===== src/rtl/ffa_pkg.sv =====
// Shared types and constants for the first-fit block allocator.
// No dependencies.
package ffa_pkg;

	localparam int ADDR_BITS = 16;
	localparam int LEN_BITS  = ADDR_BITS + 1;
	localparam logic [LEN_BITS-1:0] HEAP_RESET = LEN_BITS'(65536);
	localparam logic [LEN_BITS-1:0] HEAP_MAX   = {1'b1, {ADDR_BITS{1'b0}}};

	typedef struct packed {
		logic                 mode;
		logic [LEN_BITS-1:0]  request_size;
		logic [ADDR_BITS-1:0] block_address;
	} ffa_req_t;

	typedef struct packed {
		logic [2:0]           status;
		logic [ADDR_BITS-1:0] granted_address;
	} ffa_res_t;

	typedef struct packed {
		logic [ADDR_BITS-1:0] off;
		logic [LEN_BITS-1:0]  len;
		logic                 used;
	} ffa_entry_t;

	typedef enum logic [2:0] {
		CELL_HOLD,
		CELL_INIT,
		CELL_WRITE,
		CELL_SPLIT,
		CELL_DEL1,
		CELL_DEL2
	} cell_op_t;

	typedef struct packed {
		cell_op_t   op;
		ffa_entry_t a;
		ffa_entry_t b;
	} ffa_cmd_t;

	typedef enum logic [2:0] {
		STAT_OK       = 3'd0,
		STAT_NO_FIT   = 3'd1,
		STAT_FULL     = 3'd2,
		STAT_ZERO     = 3'd3,
		STAT_NOT_FOUND = 3'd4
	} ffa_status_t;

	localparam logic MODE_ALLOC = 1'b0;
	localparam logic MODE_FREE  = 1'b1;

	typedef enum logic [1:0] {
		S_IDLE,
		S_ALLOC,
		S_FREE_SCAN,
		S_FREE_NEXT
	} ffa_state_t;

endpackage


===== src/rtl/ffa_cell.sv =====
// One table entry of the allocator chain: holds a block and shifts to and from neighbours.
// Depends on ffa_pkg.
module ffa_cell #(
	parameter int IDX_W = 4,
	parameter int INDEX = 0
) (
	input  logic              clk,
	input  logic              arst_n,
	input  ffa_pkg::ffa_cmd_t cmd,
	input  logic [IDX_W-1:0]  pos,
	input  ffa_pkg::ffa_entry_t left,
	input  ffa_pkg::ffa_entry_t right,
	input  ffa_pkg::ffa_entry_t right2,
	output ffa_pkg::ffa_entry_t ent
);
	import ffa_pkg::*;

	localparam logic [IDX_W:0] J = INDEX[IDX_W:0];
	localparam ffa_entry_t RST = (INDEX == 0) ?
		ffa_entry_t'{off: '0, len: HEAP_RESET, used: 1'b0} : ffa_entry_t'('0);

	logic [IDX_W:0] pe;
	ffa_entry_t     ent_q;
	ffa_entry_t     ent_d;

	assign pe  = {1'b0, pos};
	assign ent = ent_q;

	always_comb begin
		ent_d = ent_q;
		case (cmd.op)
			CELL_INIT: begin
				ent_d = (INDEX == 0) ? cmd.a : '0;
			end
			CELL_WRITE: begin
				if (J == pe) ent_d = cmd.a;
			end
			CELL_SPLIT: begin
				if (J == pe) ent_d = cmd.a;
				else if (J == pe + (IDX_W+1)'(1)) ent_d = cmd.b;
				else if (J > pe + (IDX_W+1)'(1)) ent_d = left;
			end
			CELL_DEL1: begin
				if (J + (IDX_W+1)'(1) == pe) ent_d = cmd.a;
				else if (J >= pe) ent_d = right;
			end
			CELL_DEL2: begin
				if (J + (IDX_W+1)'(1) == pe) ent_d = cmd.a;
				else if (J >= pe) ent_d = right2;
			end
			default: ent_d = ent_q;
		endcase
	end

	always_ff @(posedge clk or negedge arst_n) begin
		if (!arst_n) begin
			ent_q <= RST;
		end else begin
			ent_q <= ent_d;
		end
	end

endmodule


===== src/rtl/first_fit_block_allocator.sv =====
// channel   direction  handshake             payload
// request   in         start & !busy         ffa_req_t  (mode, request_size, block_address)
// result    out        done, one cycle       ffa_res_t  (status, granted_address)
// config    in         cfg_valid & cfg_ready heap_size, 17 bits
// A zero-size allocate gives its result in the cycle after acceptance; otherwise the scan
// reads the table entries in order (up to MAX_BLOCKS), ends with a check past the last entry
// when nothing is found, and a found free goes on through S_FREE_NEXT for the merge.
// The scan walks the cell chain one entry per cycle; inserts and merges shift the chain at once.
// Reset leaves one free block covering 65536 bytes; a heap_size write does the same for its size, clamped to 1..65536.
// cfg_ready is high only while idle. The result receiver cannot stall.
// Top level of the first-fit block allocator; depends on ffa_pkg and ffa_cell.
module first_fit_block_allocator #(
	parameter int MAX_BLOCKS = 16
) (
	input  logic                        clk,
	input  logic                        arst_n,
	input  logic                        start,
	output logic                        busy,
	input  ffa_pkg::ffa_req_t           request,
	output logic                        done,
	output ffa_pkg::ffa_res_t           result,
	input  logic                        cfg_valid,
	output logic                        cfg_ready,
	input  logic [ffa_pkg::LEN_BITS-1:0] cfg_data
);
	import ffa_pkg::*;

	localparam int IDX_W = (MAX_BLOCKS > 1) ? $clog2(MAX_BLOCKS) : 1;
	localparam int CNT_W = $clog2(MAX_BLOCKS + 1);
	localparam logic [CNT_W-1:0] CNT_FULL = CNT_W'(MAX_BLOCKS);

	ffa_entry_t ent [MAX_BLOCKS];
	ffa_cmd_t   cmd;
	logic [IDX_W-1:0] pos;

	ffa_state_t state_q, state_d;
	logic [CNT_W-1:0] idx_q, idx_d, cnt_q, cnt_d;
	logic [LEN_BITS-1:0]  req_q, req_d;
	logic [ADDR_BITS-1:0] addr_q, addr_d;
	ffa_entry_t prev_q, prev_d, cur_q, cur_d, rd;
	logic done_q, done_d;
	ffa_res_t res_q, res_d;
	logic [LEN_BITS-1:0] heap_cl;
	logic lf, rf;

	genvar g;
	generate
		for (g = 0; g < MAX_BLOCKS; g++) begin : g_cell
			ffa_entry_t nl, nr, nr2;
			if (g > 0) begin : g_l
				assign nl = ent[g-1];
			end else begin : g_l0
				assign nl = '0;
			end
			if (g + 1 < MAX_BLOCKS) begin : g_r
				assign nr = ent[g+1];
			end else begin : g_r0
				assign nr = '0;
			end
			if (g + 2 < MAX_BLOCKS) begin : g_r2
				assign nr2 = ent[g+2];
			end else begin : g_r20
				assign nr2 = '0;
			end
			ffa_cell #(.IDX_W(IDX_W), .INDEX(g)) u_cell (
				.clk(clk), .arst_n(arst_n), .cmd(cmd), .pos(pos),
				.left(nl), .right(nr), .right2(nr2), .ent(ent[g])
			);
		end
	endgenerate

	assign rd        = ent[idx_q[IDX_W-1:0]];
	assign busy      = (state_q != S_IDLE);
	assign cfg_ready = (state_q == S_IDLE);
	assign done      = done_q;
	assign result    = res_q;

	always_comb begin
		if (cfg_data == '0) heap_cl = LEN_BITS'(1);
		else if (cfg_data > HEAP_MAX) heap_cl = HEAP_MAX;
		else heap_cl = cfg_data;
	end

	assign lf = (idx_q != CNT_W'(1)) && !prev_q.used;
	assign rf = (idx_q < cnt_q) && !rd.used;

	always_comb begin
		state_d = state_q;
		idx_d   = idx_q;
		cnt_d   = cnt_q;
		req_d   = req_q;
		addr_d  = addr_q;
		prev_d  = prev_q;
		cur_d   = cur_q;
		done_d  = 1'b0;
		res_d   = res_q;
		cmd     = '{op: CELL_HOLD, a: '0, b: '0};
		pos     = '0;
		case (state_q)
			S_IDLE: begin
				if (cfg_valid) begin
					cmd.op = CELL_INIT;
					cmd.a  = '{off: '0, len: heap_cl, used: 1'b0};
					cnt_d  = CNT_W'(1);
				end
				if (start) begin
					req_d  = request.request_size;
					addr_d = request.block_address;
					idx_d  = '0;
					if (request.mode == MODE_FREE) begin
						state_d = S_FREE_SCAN;
					end else if (request.request_size == '0) begin
						done_d = 1'b1;
						res_d  = '{status: STAT_ZERO, granted_address: '0};
					end else begin
						state_d = S_ALLOC;
					end
				end
			end
			S_ALLOC: begin
				pos = idx_q[IDX_W-1:0];
				if (idx_q == cnt_q) begin
					state_d = S_IDLE;
					done_d  = 1'b1;
					res_d   = '{status: STAT_NO_FIT, granted_address: '0};
				end else if (!rd.used && rd.len >= req_q) begin
					state_d = S_IDLE;
					done_d  = 1'b1;
					if (rd.len == req_q) begin
						cmd.op = CELL_WRITE;
						cmd.a  = '{off: rd.off, len: rd.len, used: 1'b1};
						res_d  = '{status: STAT_OK, granted_address: rd.off};
					end else if (cnt_q == CNT_FULL) begin
						res_d  = '{status: STAT_FULL, granted_address: '0};
					end else begin
						cmd.op = CELL_SPLIT;
						cmd.a  = '{off: rd.off, len: req_q, used: 1'b1};
						cmd.b  = '{off: rd.off + req_q[ADDR_BITS-1:0],
							len: rd.len - req_q, used: 1'b0};
						cnt_d  = cnt_q + CNT_W'(1);
						res_d  = '{status: STAT_OK, granted_address: rd.off};
					end
				end else begin
					idx_d = idx_q + CNT_W'(1);
				end
			end
			S_FREE_SCAN: begin
				if (idx_q == cnt_q) begin
					state_d = S_IDLE;
					done_d  = 1'b1;
					res_d   = '{status: STAT_NOT_FOUND, granted_address: '0};
				end else begin
					idx_d = idx_q + CNT_W'(1);
					if (rd.off == addr_q) begin
						cur_d   = rd;
						state_d = S_FREE_NEXT;
					end else begin
						prev_d = rd;
					end
				end
			end
			S_FREE_NEXT: begin
				state_d = S_IDLE;
				done_d  = 1'b1;
				res_d   = '{status: STAT_OK, granted_address: '0};
				pos     = IDX_W'(idx_q - CNT_W'(1));
				if (lf && rf) begin
					cmd.op = CELL_DEL2;
					cmd.a  = '{off: prev_q.off, len: prev_q.len + cur_q.len + rd.len,
						used: 1'b0};
					cnt_d  = cnt_q - CNT_W'(2);
				end else if (lf) begin
					cmd.op = CELL_DEL1;
					cmd.a  = '{off: prev_q.off, len: prev_q.len + cur_q.len, used: 1'b0};
					cnt_d  = cnt_q - CNT_W'(1);
				end else if (rf) begin
					cmd.op = CELL_DEL1;
					pos    = idx_q[IDX_W-1:0];
					cmd.a  = '{off: cur_q.off, len: cur_q.len + rd.len, used: 1'b0};
					cnt_d  = cnt_q - CNT_W'(1);
				end else begin
					cmd.op = CELL_WRITE;
					cmd.a  = '{off: cur_q.off, len: cur_q.len, used: 1'b0};
				end
			end
			default: state_d = S_IDLE;
		endcase
	end

	always_ff @(posedge clk or negedge arst_n) begin
		if (!arst_n) begin
			state_q <= S_IDLE;
			idx_q   <= '0;
			cnt_q   <= CNT_W'(1);
			done_q  <= 1'b0;
		end else begin
			state_q <= state_d;
			idx_q   <= idx_d;
			cnt_q   <= cnt_d;
			done_q  <= done_d;
		end
	end

	always_ff @(posedge clk) begin
		req_q  <= req_d;
		addr_q <= addr_d;
		prev_q <= prev_d;
		cur_q  <= cur_d;
		res_q  <= res_d;
	end

endmodule


===== config.mk =====
export PLATFORM = sky130hd
export DESIGN_NAME = first_fit_block_allocator
export DESIGN_NICKNAME = d
export VERILOG_FILES = /design/src/rtl/ffa_pkg.sv /design/src/rtl/ffa_cell.sv /design/src/rtl/first_fit_block_allocator.sv
export SDC_FILE = /design/constraint.sdc
export NUM_CORES = 2
export LEC_CHECK = 0
export BUFFER_PORTS_ARGS = -buffer_cell sky130_fd_sc_hd__buf_2
export CELL_PAD_IN_SITES_DETAIL_PLACEMENT = 1
export CELL_PAD_IN_SITES_GLOBAL_PLACEMENT = 2
export CORE_ASPECT_RATIO = 0.8
export CORE_MARGIN = 5
export CORE_UTILIZATION = 39
export CTS_BUF_LIST = sky130_fd_sc_hd__clkbuf_8 sky130_fd_sc_hd__clkbuf_16
export DETAILED_ROUTE_END_ITERATION = 10
export PLACE_DENSITY_LB_ADDON = 0.1
export SKIP_LAST_GASP = 1
export SYNTH_ARGS = -nofsm -noshare
export SYNTH_HDL_FRONTEND = slang
export SYNTH_SLANG_ARGS = --single-unit

===== constraint.sdc =====
create_clock -name clk -period 7.1 [get_ports clk]
set_input_delay 0.355 -clock clk [delete_from_list [all_inputs] [get_ports clk]]
set_output_delay 0.355 -clock clk [all_outputs]
set_load 0.01 [all_outputs]

; ---- Word-level counts from Yosys, hierarchy flattened
; Index checks and enable logic that the tools add are counted.
[totals]
register_bits = 676
input_bits = 55
[op_classes]
n_lt_le_gt_ge = 36
n_eq_ne = 121
add_sub_neg = 11
reduce_logical = 40
muxes = 199
n_bitwise = 3
[op_table]
columns = cell, n
row1 = 2-to-1 mux 34 bit, 129
row2 = case mux 34 bit (5 select lines), 15
row3 = 2-to-1 mux 71 bit, 2
row4 = binary-select mux 34 bit (select 4 bit), 1
row5 = case mux 34 bit (4 select lines), 1
row6 = 2-to-1 mux 19 bit, 7
row7 = 2-to-1 mux 37 bit, 3
row8 = case mux 37 bit (3 select lines), 1
row9 = "inequality test 3 x 1 -> 1 bit, second input constant", 30
row10 = AND reduction 5 bit, 17
row11 = case mux 19 bit (4 select lines), 1
row12 = 2-to-1 mux 70 bit, 1
row13 = "inequality test 4 x 1 -> 1 bit, second input constant", 16
row14 = 2-to-1 mux 5 bit, 12
row15 = adder 17 bit, 3
row16 = "equality test 4 x 5 -> 1 bit, first input constant", 8
row17 = "> comparator 4 x 5 -> 1 bit, first input constant", 8
row18 = 2-to-1 mux 36 bit, 1
row19 = "inequality test 2 x 1 -> 1 bit, second input constant", 18
row20 = 2-to-1 mux 35 bit, 1
row21 = zero test 17 bit, 2
row22 = 2-to-1 mux 17 bit, 2
row23 = "equality test 4 bit, first input constant", 8
row24 = ">= comparator 4 bit, first input constant", 8
row25 = 59 further kinds, 115

; ---- Depth between registers and ports, before layout
[logic_depth]
ltp_word = 16
depth_mapped = 24
ltp_nobuf = 22

; ---- By module
; A second synthesis with hierarchy kept.
[hier_totals]
cells_unflattened = 6419
area_unflattened_um2 = 62214.7
[modules_own_cells]
columns = mod, n_inst, area_per_inst_um2, cells_per_inst
row1 = first_fit_block_allocator, 1, 14680.3, 1384
row2 = ffa_cell at g_cell[7].u_cell, 1, 3395.8, 369
row3 = ffa_cell at g_cell[4].u_cell, 1, 3236.9, 312
row4 = ffa_cell at g_cell[0].u_cell, 1, 3229.3, 329
row5 = ffa_cell at g_cell[6].u_cell, 1, 3226.8, 311
row6 = ffa_cell at g_cell[14].u_cell, 1, 3194.3, 384
row7 = ffa_cell at g_cell[2].u_cell, 1, 3094.2, 347
row8 = ffa_cell at g_cell[13].u_cell, 1, 3026.7, 325
row9 = ffa_cell at g_cell[11].u_cell, 1, 2909.0, 288
row10 = ffa_cell at g_cell[5].u_cell, 1, 2909.0, 333
row11 = ffa_cell at g_cell[9].u_cell, 1, 2896.5, 332
row12 = ffa_cell at g_cell[8].u_cell, 1, 2840.2, 262
row13 = ffa_cell at g_cell[1].u_cell, 1, 2796.4, 337
row14 = ffa_cell at g_cell[10].u_cell, 1, 2758.9, 262
row15 = +3 rows, n/a, n/a, n/a

; ---- Worst setup path after synthesis
; OpenSTA, ideal clock, no wires.
[synth_path]
path_kind = register -> register
startpoint = register idx_q[0]
endpoint = register g_cell[0].u_cell.ent_q, in the netlist g_cell[0].u_cell.ent[13]
stages_incl_launch_ff = 23
setup_ns = 0.135
synth_period_minus_slack_ns = 5.726
arrival_ns = 5.590
required_ns = 6.965
setup_slack_ns = 1.374
cell_sequence = dfrtp_1 buf_2 buf_2 buf_2 buf_4 mux4_2 mux4_2 ha_1 nand4_1 nor3_1 and2_1 clkbuf_1 nor3_1 a21o_1 o32a_1 buf_2 a211oi_2 nor2_1 a21o_1 buf_2 buf_2 a221oi_1 o21ai_0
[synth_rtl]
columns = element, line
row1 = start: declaration, first_fit_block_allocator.sv:37  ; logic [CNT_W-1:0] idx_q, idx_d, cnt_q, cnt_d;
row2 = start signal: assignment, first_fit_block_allocator.sv:198  ; idx_q <= idx_d;
row3 = end signal: assignment, ffa_cell.sv:59  ; ent_q <= ent_d;
row4 = end: declaration, ffa_cell.sv:23  ; ffa_entry_t ent_q;

==> impl_metrics.tcl <==
set metrics [dict create \
    netlist_area_um2 58500 \
    setup_tns_ns 0 \
    status "complete, but fails checks" \
    tightest_slew_ns 1.49 \
    grt.overflow.total 0 \
    yosysWarningCount 0 \
    critPathBufInv 2 \
    yosysTopAreaCell "dfrtp_1" \
    synth_area_per_cell_um2 7.43 \
    leakagePower_nw 24.1 \
    violations "capacitance limit, slew limit" \
    ff2ff_path_depth 16 \
    cp_slowest_cell "nor2_1" \
    synth.net_count 8042 \
    synth_cell_type_count 97 \
    drive_gt1_frac 0.118 \
    nets 7824 \
    slowest_delay_ns 1.06 \
    cp_top_family "simple AND/OR/NAND/NOR gates" \
    cts_inserted_buffers 89 \
    drc_errors 0 \
    cp_max_fo 17 \
    maxCapViolCount 2 \
    initial_utilization 0.391 \
    clk_pin_slew_ns 0.07 \
    yosysSeqAreaShare 0.299 \
    finalNonFillerCells 9743 \
    path_class "register to register" \
    die_x_um 443 \
    h-tree-depth 3 \
    fin_worst_skew_ns 0.0273 \
    vias 69401 \
    grt_max_degree 132 \
    cp.arrival_ns 7.58 \
    synthTopCellsByArea "dfrtp_1, nand2_1, mux4_2" \
    io_pins 77 \
    start_kind "register" \
    dr.pass1.iters 8 \
    grt.met2_usage 0.591 \
    dpl.hpwl_um 233000 \
    synthArstFlopShare 0.824 \
    fin_crit_sh 0.975 \
    place_congestion 0.981 \
    routed_wl_um 359000 \
    slew_violations 1 \
    path_cells "buf_12, buf_4, mux4_2, mux4_2, ha_1, nand4_1, nor2_1, and2_1, nor3_1, a21oi_1, nand3_1, nor2_1, nand2_1, a311oi_1, nor3_1, o21ai_0" \
    cts.path.max_buffers 3 \
    ys.flop_type "dfrtp_1" \
    cts.sinks 676 \
    ff2ff_setup_slack_ns 0.18 \
    use_met1 0.588 \
    dp.cells 9531 \
    hold_violations 0 \
    antenna_found_initial 24 \
    reg2reg_from "idx_q[0]" \
    dieArea_um2 158000 \
    cts_root_buffer "clkbuf_16" \
    io_buffers 76 \
    rsz0062_at_grt "false" \
    synth_top_area_frac 0.237 \
    final_antenna_net_count 0 \
    grt_pass1_vias 66605 \
    track_usage 0.437 \
    r2r_end "g_cell[9].u_cell.ent[1]" \
    cts_tree "built" \
    max_clock_freq_mhz 144 \
    hold_class "primary input to asynchronous set/reset pin" \
    row_count 127 \
    worst_ir_drop_vdd_v 0.000554 \
    end_kind "register" \
    globalRoute.busiestLayer "met2" \
    synth_edf_count 119 \
    core_area_um2 150000 \
    min_period_ns 6.92 \
    dieHeight_um 356 \
    slew_headroom -0.00396 \
    drt_iter0_drc 9472 \
    wl_per_cell_um 36.8 \
    grt_pass1_wl_um 506000 \
    syn_inst 7880 \
    ys_ff_latch 676 \
    finalSetupViolations 0 \
    required_ns 7.75 \
    syn_to_final_growth_pct 12.3 \
    power_density_nw_per_um2 534 \
    drt-vias-per-instance 7.12 \
    clkLatencyLatePin_ns 0.76 \
    use_met3 0.137 \
]
## placed cells by master, fill, tap and decap left out, types with 36 or more instances in the layout
master / count
edfxtp_1: 119
a211oi_1: 402
clkbuf_16: 93
nor3_1: 254
o21ai_0: 606
nor2_1: 849
a21oi_1: 655
buf_2: 75
a311oi_1: 112
a21o_1: 48
inv_1: 96
dfrtp_1: 551
nand3_1: 119
o21ai_1: 48
nand2_1: 1606
o22ai_1: 72
o211ai_1: 108
buf_12: 61
dlygate4sd3_1: 36
buf_4: 311
a31oi_1: 324
a221oi_1: 68
ha_1: 101
xnor2_1: 70
mux4_2: 166
mux2i_1: 146
and2_1: 65
## worst max-delay path by stage
stage | slack, ns | end | depth (start not counted) | from
after global routing | 0.07 | g_cell[9].u_cell.ent[25] | 20 | idx_q[0]
after detailed placement | 0.10 | g_cell[15].u_cell.ent[27] | 16 | idx_q[0]
after global placement | 0.19 | g_cell[15].u_cell.ent[27] | 17 | idx_q[0]
after floorplan | 1.37 | g_cell[0].u_cell.ent[13] | 22 | idx_q[0]
final | 0.18 | g_cell[9].u_cell.ent[1] | 16 | idx_q[0]
after CTS | 0.06 | g_cell[15].u_cell.ent[27] | 16 | idx_q[0]
## sequential cells by signal, indices dropped and copies added, names as in the netlist
register	cells
addr_q	16
cnt_q	5
cur_q	33
done	1
g_cell.u_cell.ent	544
idx_q	5
prev_q	34
req_q	17
result	19
state_q	2
## metal layers
metal | wire, um | vias to the layer above | share of wire
li1 | - | 28423 | -
met1 | 142000 | 34775 | 0.40
met3 | 47100 | 1266 | 0.13
met2 | 138000 | 4917 | 0.39
met5 | 215 | - | 0.00060
met4 | 31100 | 20 | 0.087
## timing repair
action | in CTS | in global routing
gates resized for setup | 0 | 1
setup endpoints to repair | 0 | 112
hold endpoints to repair | 105 | 0
hold buffers | 36 | 0
buffers inserted | 0 | 3
## Yosys cell counts (all sizes together), types with 102 or more instances
cell type,n
a211oi,406
a21oi,665
a311oi,112
a31oi,328
buf,286
clkbuf,507
dfrtp,555
edfxtp,119
ha,102
mux2i,147
mux4,166
nand2,1628
nand3,123
nor2,861
nor3,260
o211ai,108
o21ai,670
## logic make-up after synthesis
logic type      count (synthesis)  share of synthesized area
simple gates                 3070                      0.215
compound gates               2731                      0.295
buf+inv                       877                     0.0611
flops                         676                      0.299
mux                           328                     0.0921
fa+ha+maj                     107                     0.0235
xor+xnor                       91                     0.0137
## power breakdown
group	total [mW]	switching [mW]	leakage, nW	internal [mW]
registers	7.54	2.07	8.51	5.47
logic	22.6	16.1	14.0	6.49
clock network	4.90	2.12	1.54	2.78
total	35.1	20.3	24.1	14.7
## area by class of cell
cell class | instances | area (um2)
Fill cell | 18187 | 83800
Tap cell | 1999 | 2500
Clock buffer | 113 | 2600
Clock inverter | 46 | 378
Timing Repair Buffer | 484 | 4310
Multi-Input combinational cell | 6327 | 38000
Antenna cell | 14 | 35.0
Sequential cell | 676 | 17500
Inverter | 84 | 315
## per-stage QoR
stage,hold WS (ns),total power [mW],utilization,area (um2),setup WS [ns]
finish,0.201,35.1,0.439,65700,0.175
global placement,0.414,28.5,0.417,62300,0.188
detailed placement,0.423,28.9,0.417,62300,0.104
global route,0.262,35.9,0.439,65700,0.0740
floorplan,0.0594,19.2,-,58500,1.37
CTS,0.239,33.9,0.439,65600,0.0591
No activity file was read; power rests on OpenSTA's default activity.
